### config.mk
export PLATFORM = sky130hd
export DESIGN_NAME = line_pixel_generator
export DESIGN_NICKNAME = d
export VERILOG_FILES = /design/src/rtl/lpg_pkg.sv /design/src/rtl/lpg_ctrl.sv /design/src/rtl/lpg_datapath.sv /design/src/rtl/line_pixel_generator.sv
export SDC_FILE = /design/constraint.sdc
export NUM_CORES = 1
export LEC_CHECK = 0
export ABC_AREA = 1
export BUFFER_PORTS_ARGS = -buffer_cell sky130_fd_sc_hd__buf_2
export CAP_MARGIN = 20
export CORE_MARGIN = 5
export CORE_UTILIZATION = 65
export CTS_BUF_LIST = sky130_fd_sc_hd__clkbuf_8
export CTS_CLUSTER_SIZE = 10
export DETAILED_ROUTE_END_ITERATION = 10
export GPL_TIMING_DRIVEN = 0
export PLACE_DENSITY = 0.88
export SYNTH_ARGS = -nofsm -noshare
export SYNTH_HDL_FRONTEND = slang
export SYNTH_SLANG_ARGS = --single-unit
### constraint.sdc
create_clock -name clk -period 15.5 [get_ports clk]
set_clock_uncertainty 0.15 [all_clocks]
set_input_delay 1.55 -clock clk [delete_from_list [all_inputs] [get_ports clk]]
set_output_delay 1.55 -clock clk [all_outputs]
set_load 0.02 [all_outputs]
### src/rtl/lpg_pkg.sv
`timescale 1ns / 1ps
// ----------------------------------------------------------------------------
// lpg_pkg: shared types and constants for the line pixel generator
// Words on both channels, controller commands and status, state encoding.
// ----------------------------------------------------------------------------
package lpg_pkg;

    localparam int COORD_RANGE = 64;
    localparam int COORD_W     = 6;
    localparam int COLOR_W     = 8;

    typedef logic [COORD_W-1:0] coord_t;
    typedef logic [COLOR_W-1:0] color_t;

    // One input word: a segment and its color
    typedef struct packed {
        coord_t start_x;
        coord_t start_y;
        coord_t end_x;
        coord_t end_y;
        color_t color_red;
        color_t color_green;
        color_t color_blue;
    } lpg_line_t;

    // One result word: a pixel of the segment
    typedef struct packed {
        coord_t pixel_x;
        coord_t pixel_y;
        color_t pixel_red;
        color_t pixel_green;
        color_t pixel_blue;
        logic   last_pixel;
    } lpg_pixel_t;

    // Controller to datapath
    typedef struct packed {
        logic load;
        logic setup;
        logic step;
    } lpg_cmd_t;

    // Datapath to controller
    typedef struct packed {
        logic at_end;
    } lpg_status_t;

    typedef enum logic [1:0] {
        LPG_IDLE,
        LPG_SETUP,
        LPG_RUN
    } lpg_state_t;

    // Saturate a coordinate to the drawable range
    function automatic coord_t clamp_coord(input coord_t v);
        coord_t c;
        c = v;
        if ({1'b0, v} > (COORD_W+1)'(COORD_RANGE - 1))
        begin
            c = COORD_W'(COORD_RANGE - 1);
        end
        return c;
    endfunction

endpackage

### src/rtl/lpg_ctrl.sv
`timescale 1ns / 1ps
// ----------------------------------------------------------------------------
// lpg_ctrl: sequencer for the line pixel generator
// Capture a segment, run a setup state, then step once per pixel.
// ----------------------------------------------------------------------------
module lpg_ctrl (
    input  logic                clk,
    input  logic                rst_n,
    input  logic                start,
    input  lpg_pkg::lpg_status_t status,
    output lpg_pkg::lpg_cmd_t    cmd,
    output logic                busy
);
    import lpg_pkg::*;

    lpg_state_t state_reg;
    lpg_state_t state_next;

    always_ff @(posedge clk or negedge rst_n)
    begin
        if (!rst_n)
        begin
            state_reg <= LPG_IDLE;
        end
        else
        begin
            state_reg <= state_next;
        end
    end

    always_comb
    begin
        state_next = state_reg;
        cmd        = '0;
        busy       = 1'b1;
        unique case (state_reg)
            LPG_IDLE:
            begin
                busy = 1'b0;
                if (start)
                begin
                    cmd.load   = 1'b1;
                    state_next = LPG_SETUP;
                end
            end
            LPG_SETUP:
            begin
                cmd.setup  = 1'b1;
                state_next = LPG_RUN;
            end
            LPG_RUN:
            begin
                cmd.step = 1'b1;
                if (status.at_end)
                begin
                    state_next = LPG_IDLE;
                end
            end
            default:
            begin
                state_next = LPG_IDLE;
            end
        endcase
    end

endmodule

### src/rtl/lpg_datapath.sv
`timescale 1ns / 1ps
// ----------------------------------------------------------------------------
// lpg_datapath: segment registers, minor-axis stepper and output register
// The minor coordinate is kept as quotient and remainder of the exact
// interpolation, corrected by at most one divisor per step.
// ----------------------------------------------------------------------------
module lpg_datapath (
    input  logic                clk,
    input  logic                rst_n,
    input  lpg_pkg::lpg_cmd_t    cmd,
    input  lpg_pkg::lpg_line_t   line,
    output lpg_pkg::lpg_status_t status,
    output lpg_pkg::lpg_pixel_t  pixel,
    output logic                pixel_valid
);
    import lpg_pkg::*;

    localparam int SUM_W = COORD_W + 2;

    lpg_line_t          line_reg;
    logic               steep_reg;
    coord_t             major_reg;
    coord_t             quot_reg;
    coord_t             rem_reg;
    coord_t             dist_reg;
    coord_t             cnt_reg;
    logic signed [COORD_W:0] delta_reg;
    lpg_pixel_t         pixel_reg;
    logic               valid_reg;

    // setup terms
    coord_t             ax, ay, bx, by;
    coord_t             span_x, span_y;
    logic               steep;
    coord_t             m0, n0, m1, n1;

    // step terms
    logic signed [SUM_W-1:0] rem_sum;
    logic signed [SUM_W-1:0] dist_ext;
    logic               at_end;

    always_comb
    begin
        ax     = line_reg.start_x;
        ay     = line_reg.start_y;
        bx     = line_reg.end_x;
        by     = line_reg.end_y;
        span_x = (ax > bx) ? ax - bx : bx - ax;
        span_y = (ay > by) ? ay - by : by - ay;
        steep  = span_x < span_y;
        m0     = steep ? ay : ax;
        n0     = steep ? ax : ay;
        m1     = steep ? by : bx;
        n1     = steep ? bx : by;
        if (m0 > m1)
        begin
            m0 = m1;
            m1 = steep ? ay : ax;
            n0 = n1;
            n1 = steep ? ax : ay;
        end
    end

    always_comb
    begin
        rem_sum  = $signed({2'b00, rem_reg}) + SUM_W'(delta_reg);
        dist_ext = $signed({2'b00, dist_reg});
        at_end   = cnt_reg == dist_reg;
    end

    // payload registers
    always_ff @(posedge clk)
    begin
        if (cmd.load)
        begin
            line_reg.start_x     <= clamp_coord(line.start_x);
            line_reg.start_y     <= clamp_coord(line.start_y);
            line_reg.end_x       <= clamp_coord(line.end_x);
            line_reg.end_y       <= clamp_coord(line.end_y);
            line_reg.color_red   <= line.color_red;
            line_reg.color_green <= line.color_green;
            line_reg.color_blue  <= line.color_blue;
        end
        if (cmd.setup)
        begin
            steep_reg <= steep;
            major_reg <= m0;
            quot_reg  <= n0;
            rem_reg   <= '0;
            dist_reg  <= m1 - m0;
            cnt_reg   <= '0;
            delta_reg <= $signed({1'b0, n1}) - $signed({1'b0, n0});
        end
        if (cmd.step)
        begin
            pixel_reg.pixel_x     <= steep_reg ? quot_reg : major_reg;
            pixel_reg.pixel_y     <= steep_reg ? major_reg : quot_reg;
            pixel_reg.pixel_red   <= line_reg.color_red;
            pixel_reg.pixel_green <= line_reg.color_green;
            pixel_reg.pixel_blue  <= line_reg.color_blue;
            pixel_reg.last_pixel  <= at_end;
            major_reg <= major_reg + 1'b1;
            cnt_reg   <= cnt_reg + 1'b1;
            if (rem_sum >= dist_ext)
            begin
                rem_reg  <= COORD_W'(rem_sum - dist_ext);
                quot_reg <= quot_reg + 1'b1;
            end
            else if (rem_sum < 0)
            begin
                rem_reg  <= COORD_W'(rem_sum + dist_ext);
                quot_reg <= quot_reg - 1'b1;
            end
            else
            begin
                rem_reg <= COORD_W'(rem_sum);
            end
        end
    end

    always_ff @(posedge clk or negedge rst_n)
    begin
        if (!rst_n)
        begin
            valid_reg <= 1'b0;
        end
        else
        begin
            valid_reg <= cmd.step;
        end
    end

    assign status.at_end = at_end;
    assign pixel         = pixel_reg;
    assign pixel_valid   = valid_reg;

endmodule

### src/rtl/line_pixel_generator.sv
`timescale 1ns / 1ps
// ----------------------------------------------------------------------------
// line_pixel_generator: rasterize one segment into the pixels it covers
// After start is taken, a setup state precedes the minor-axis stepper,
// which gives one pixel per cycle, d + 1 pixels for a major-axis span d
// (63 at most); the next segment is taken only once the generator is idle.
// Pixel words are strobed for one cycle; the receiver cannot stall.
// Reset clears the sequencer and the strobe; payload registers are not reset.
// ----------------------------------------------------------------------------
module line_pixel_generator (
    input  logic               clk,
    input  logic               rst_n,
    input  logic               start,
    output logic               busy,
    input  lpg_pkg::lpg_line_t  line,
    output lpg_pkg::lpg_pixel_t pixel,
    output logic               pixel_valid
);
    import lpg_pkg::*;

    lpg_cmd_t    cmd;
    lpg_status_t status;

    // Sequencer: hold busy from the accept edge until the last step issues
    lpg_ctrl u_ctrl (
        .clk    (clk),
        .rst_n  (rst_n),
        .start  (start),
        .status (status),
        .cmd    (cmd),
        .busy   (busy)
    );

    // Datapath: clamp and capture the word, order the endpoints, then
    // advance the major axis by one and the minor remainder by the minor
    // delta each step, folding back by one span when it leaves [0, d).
    lpg_datapath u_datapath (
        .clk         (clk),
        .rst_n       (rst_n),
        .cmd         (cmd),
        .line        (line),
        .status      (status),
        .pixel       (pixel),
        .pixel_valid (pixel_valid)
    );

    // The last pixel closes the segment: no strobe right after it
    a_last_closes: assert property (@(posedge clk) disable iff (!rst_n)
        pixel_valid && pixel.last_pixel |=> !pixel_valid)
        else $error("pixel strobe after last pixel");

    // A step never issues while idle
    a_no_idle_step: assert property (@(posedge clk) disable iff (!rst_n)
        !busy |-> !cmd.step)
        else $error("datapath stepped while idle");

    // Every strobe follows a cycle of work
    a_strobe_from_work: assert property (@(posedge clk) disable iff (!rst_n)
        pixel_valid |-> $past(busy))
        else $error("pixel strobe without work");

    // An accepted word starts work at once
    a_accept_busy: assert property (@(posedge clk) disable iff (!rst_n)
        start && !busy |=> busy && !pixel_valid)
        else $error("accepted word did not start work");

endmodule
==> results of run 1 <==
## worst max-delay path: cells and delay by family, from the launching register on
kind,cells,cell delay [ns]
adder cells (fa/ha/maj),6,1.84
flip-flops,1,0.44
XOR/XNOR,1,0.17
multiplexers,1,0.26
buffers and inverters,11,1.73
AND/OR/NAND/NOR,9,1.26
AO/OA/AOI/OAI,7,1.26
## area by class of cell
type / count / area (sq um)
timing repair buffer: 91 / 485
inverter: 112 / 420
sequential: 126 / 3710
clock buffer: 17 / 234
multi-input combinational: 504 / 3220
tap: 143 / 179
clock inverter: 15 / 140
fill: 771 / 2850
buffer: 16 / 85.1
## metrics by stage
step	hold WS [ns]	area, sq um
detailed placement	0.255	8100
floorplan	0.250	7430
CTS	0.273	8470
global route	0.281	8470
global placement	0.250	8060
finish	0.273	8470
## worst paths after layout
kind | endpoint | cells past startpoint | startpoint | slack, ns
max in group asynchronous | u_ctrl.state_reg[0] | 1 | rst_n | 14.37
worst min-delay path | u_datapath.pixel[16] | 0 | u_datapath.line_reg[15] | 0.27
min in group asynchronous | u_datapath.pixel_valid | 1 | rst_n | 0.73
worst max register to register | u_datapath.delta_reg[6] | 35 | u_datapath.ay[0] | 8.16
worst max-delay path | u_datapath.delta_reg[6] | 35 | u_datapath.ay[0] | 8.16
worst min register to register | u_datapath.pixel[16] | 0 | u_datapath.line_reg[15] | 0.27
## layer usage
metal / vias to the layer above / wire (um) / track usage, %
met3: 38 / 978 / 5.91
met4: 0 / 398 / 9.40
met2: 232 / 8520 / 43.8
met1: 2713 / 6460 / 29.9
li1: 2799 / - / -
met5: - / 0 / 0
## cells by family (layout without fill, tap and decap cells)
| group | after synthesis | in the layout | share of synthesized area [%] |
|---|---|---|---|
| flip-flops | 126 | 126 | 49.9 |
| adder cells (fa/ha/maj) | 74 | 74 | 13.3 |
| AO/OA/AOI/OAI | 150 | 150 | 11.5 |
| multiplexers | 8 | 8 | 1.09 |
| buffers and inverters | 128 | 251 | 6.80 |
| AND/OR/NAND/NOR | 239 | 239 | 13.6 |
| XOR/XNOR | 33 | 33 | 3.89 |
## synth_stat cells, drive strengths merged (8+ instances only)
cell type,count,share of area (%)
buf,9,0.79
inv,110,5.6
edfxtp,117,47
xnor2,10,1.2
xor2,23,2.7
ha,66,11
o21ai,82,5.5
o211ai,8,0.99
a21oi,38,2.7
nor2,42,2.1
nand2,150,8.0
nand3,26,1.8
fa,8,2.2
==> results_dict.tcl, run 1 <==
set metrics [dict create \
    cts-resized-gates 0 \
    synth_area_sq_um 7430 \
    hold_buffers 0 \
    post_drt_wl_per_cell_um 16.0 \
    final_nets 993 \
    setup-violations-final 0 \
    dp.cells 992 \
    row_count 39 \
    drc 0 \
    initial_core_util_pct 65.7 \
    end_kind "register" \
    start_kind "register" \
    synth-async-reset-ratio_pct 2.38 \
    grt_pass1_wl_mm 26.3 \
    final_hold_viol_count 0 \
    ys_types 44 \
    root_buffer "clkbuf_8" \
    dr_total_vias 5782 \
    gp_congestion 0.926 \
    setup_ws_ns 8.16 \
    largest_reg_flops 37 \
    hold_class "reg2reg" \
    yosys_warnings 0 \
    path_clk_slew_ns 0.08 \
    layout_common_cells "140 x nand2_1, 117 x edfxtp_1, 105 x inv_1, 94 x buf_2, 67 x o21ai_0" \
    status "finished, final reports clean" \
    cts_tree "done" \
    grt_usage_pct 25.0 \
    drt-initial-drc-count 527 \
    cts_buffers 17 \
    cts_sinks 126 \
    cap_viol_max_count 0 \
    dpl_worst_slack_ns 8.30 \
    core-area_sq_um 11300 \
    clk_latency_ns 0.45 \
    antenna_found_initial 0 \
    slew_headroom_pct 44.8 \
    syn_nets 883 \
    wl_mm 16.4 \
    instances_no_fill 1024 \
    fp.dieH_um 117 \
    crit_required_ns 15.55 \
    io_pins 90 \
    overflow 0 \
    critPathMaxStageDelay_ns 0.45 \
    final_util_pct 74.9 \
    cp.arrival_ns 7.40 \
    mostFrequentLayoutCell "nand2_1" \
    worst_path_max_delay_cell "buf_1" \
    first_pass_iters 8 \
    timing.fmax_mhz 136 \
    rsz0062_at_grt "no" \
    synth_cells 758 \
    portBuffers 89 \
    syn_to_final_growth_pct 14.0 \
    clock_path_buffers 2 \
    diodes 0 \
    crit_fanout 10 \
    grt_pass1_vias 5734 \
    dp_hpwl_mm 12.1 \
    die_area_sq_um 13700 \
    viasPerCell 5.65 \
    synth-edff-count 117 \
    period_minus_slack_ns 7.34 \
    fin_setup_tns_ns 0 \
    avgSynthCellArea_sq_um 9.81 \
    synth.yosys.seq_area_share_pct 49.9 \
    post_cts_buffers 0 \
    synth-seq-cells 126 \
    critical_path.most_common_cell "inv_1" \
    layout_worst_path_cycle_share_pct 47.4 \
    grt_max_degree 48 \
    criticalPathCategory "reg2reg" \
    ys.flop_type "edfxtp_1" \
    maxSlewViolCount 0 \
    ant_nets 0 \
    die_w_um 117 \
    worst_pin_slew_ns 0.808 \
    final_layout_size_suffix_gt1_share_pct 17.6 \
    htreeDepth 4 \
]
Power of run 1 is not shown: default switching activity piles up to over one toggle a cycle in this logic, so the estimate is an artifact.
==> run 2, diff against run 1 <==
Settings changed: ABC_AREA 1 to 0, CORE_UTILIZATION 65 to 55, PLACE_DENSITY 0.88 to 0.79.
Clock period 15.5 ns to 6.5 ns, I/O delays scaled along.
==> run 2 against run 1 <==
The run now ends with negative setup slack left. Critical path depth down 1. Area after synthesis up 3.0%. Synthesized cell count down 9.9%. Global-route usage down 1.2 points. Sequential cell count unchanged. Register-to-register slack worse by 9.1 ns. First-iteration DRC count up 17%. Clock-buffer cell count unchanged. Final cell count up 1.5%. Die area up 20%. Routed wire length up 24%. Fmax down 1.1%. Critical path type unchanged.
==> results_dict.tcl, run 2 <==
set metrics [dict create \
    worst_path_max_delay_cell "edfxtp_1" \
    start_kind "register" \
    rsz0062_at_grt "yes" \
    status "finished, violations left" \
    instances_no_fill 1039 \
    crit_fanout 8 \
    yosys.area.top_type "edfxtp_1" \
    use_met3_pct 4.75 \
    wl_mm 20.3 \
    die_area_sq_um 16400 \
    synth_most_common_cell "edfxtp_1" \
    cp.arrival_ns 7.47 \
    grt_max_degree 44 \
    synth-edff-count 117 \
    cts_buffers 17 \
    period_minus_slack_ns 7.42 \
    io_pins 90 \
    met1_usage_pct 29.7 \
    synth-async-reset-ratio_pct 2.38 \
    synthTopCellsByCount "117 x edfxtp_1, 66 x ha_1, 59 x a21oi_1, 55 x inv_1, 48 x nor2_1" \
    timing.fmax_mhz 135 \
    final_nets 971 \
    initial_core_util_pct 55.6 \
    top_usage_layer "met2" \
    use_met2_pct 40.1 \
    ant_nets 0 \
    critical_path.most_common_cell "a21o_1" \
    layout_worst_path_cycle_share_pct 114 \
    grt_pass1_vias 6094 \
    portBuffers 89 \
    cts_sinks 126 \
    yosys-top-cells-area "edfxtp_1 46%, ha_1 11%, a21oi_1 3.9%" \
    fp.dieH_um 128 \
    worst_pin_slew_ns 0.953 \
    dr_total_vias 6201 \
    post_drt_wl_per_cell_um 19.5 \
    dp.cells 953 \
    synth.yosys.seq_area_share_pct 48.4 \
    ys_types 70 \
    synth_top_area_share_pct 45.9 \
    drt-initial-drc-count 618 \
    nFillCells 994 \
    violations "negative setup slack" \
    critPathMaxStageDelay_ns 0.51 \
    layout_common_cells "117 x edfxtp_1, 89 x buf_2, 56 x ha_1, 50 x inv_1, 47 x a21oi_1" \
    clock_path_buffers 2 \
    cts_tree "done" \
    first_pass_iters 6 \
    core-area_sq_um 13800 \
    crit_required_ns 6.55 \
    multi_input_area_sq_um 4030 \
    criticalPathCategory "reg2reg" \
    overflow 0 \
    die_w_um 128 \
    path_clk_slew_ns 0.08 \
    dp_hpwl_mm 13.6 \
    maxSlewViolCount 0 \
    yosys_warnings 0 \
    viasPerCell 5.97 \
    antenna_found_initial 0 \
    final_layout_size_suffix_gt1_share_pct 32.7 \
    avgSynthCellArea_sq_um 11.2 \
    largest_reg_flops 37 \
    gp_congestion 0.919 \
    cap_viol_max_count 0 \
    row_count 43 \
    end_kind "register" \
    clk_latency_ns 0.44 \
    htreeDepth 4 \
    grt_pass1_wl_mm 30.5 \
    syn_nets 808 \
    mostFrequentLayoutCell "edfxtp_1" \
    slew_headroom_pct 36.5 \
    root_buffer "clkbuf_8" \
    setup_ws_ns -0.922 \
    setup-violations-final 15 \
    regArea_sq_um 3710 \
    grt_usage_pct 23.7 \
    final_hold_viol_count 0 \
    synth_area_sq_um 7660 \
    syn_to_final_growth_pct 26.8 \
    ys.flop_type "edfxtp_1" \
    drc 0 \
    synth-seq-cells 126 \
    hold_class "in2reg" \
    diodes 0 \
    synth_cells 683 \
]
[run 2: cells by family (layout without fill, tap and decap cells)]
family,count (synthesis),count (layout),share of synthesized area (%)
XOR/XNOR,41,41,4.69
multiplexers,31,31,4.41
AO/OA/AOI/OAI,188,188,16.6
AND/OR/NAND/NOR,144,144,8.76
buffers and inverters,78,254,4.07
adder cells (fa/ha/maj),75,75,13.0
flip-flops,126,126,48.4
[run 2: path summary, 6_finish.rpt]
path                                         from                       to  slack [ns]  cells after the start
max                              u_datapath.by[2]  u_datapath.delta_reg[5]       -0.92                     34
min                                       line[0]   u_datapath.line_reg[0]        0.23                      1
max reg2reg                      u_datapath.by[2]  u_datapath.delta_reg[5]       -0.92                     34
min reg2reg                u_datapath.line_reg[1]      u_datapath.pixel[2]        0.27                      0
max in group asynchronous                   rst_n      u_ctrl.state_reg[0]        5.72                      2
min in group asynchronous                   rst_n      u_ctrl.state_reg[1]        0.38                      2
[run 2: metrics by stage]
step | hold slack [ns] | cell area (sq um) | setup slack (ns) | utilization [%] | TNS [ns]
2_1_floorplan | 0.204 | 7790 | -0.364 | - | -1.31
3_3_place_gp | 0.250 | 8460 | -1.04 | 61.5 | -8.53
3_5_place_dp | 0.255 | 8490 | -1.22 | 61.6 | -11.86
4_1_cts | 0.208 | 9400 | -0.696 | 68.2 | -4.08
5_1_grt | 0.198 | 9710 | -1.20 | 70.5 | -11.27
6_report | 0.231 | 9710 | -0.922 | 70.5 | -7.63
[run 2: timing repair]
item	4_1_cts	5_1_grt
resized for setup	46	48
cloned	2	0
hold buffers	1	0
pin swaps	30	34
buffers inserted	33	20
endpoints found under the setup margin	24	23
endpoints found under the hold margin	3	0
[run 2: layout make-up]
class                           count  area share, %
Buffer                             21           1.80
Clock buffer                       17           2.41
Clock inverter                     15           1.56
Inverter                           57           2.28
Multi-Input combinational cell    479           41.5
Sequential cell                   126           38.2
Tap cell                          180           2.32
Timing Repair Buffer              144           9.87
[run 2: metal layers]
layer,part of all wire (%),up-vias
met5,0,-
met4,4.2,0
met3,7.3,79
met2,50,339
met1,39,2935
li1,-,2848
[run 2: worst max-delay path: cells and delay by family (launching register included)]
family	cells	cell delay, ns
and+or+nand+nor	4	0.58
muxes	1	0.19
adders and majority gates	5	1.43
buffers and inverters	6	1.03
DFF	1	0.51
AOI/OAI and AO/OA	16	3.12
xor gates and xnor gates	2	0.18
Power of run 2 is left out for the same reason.
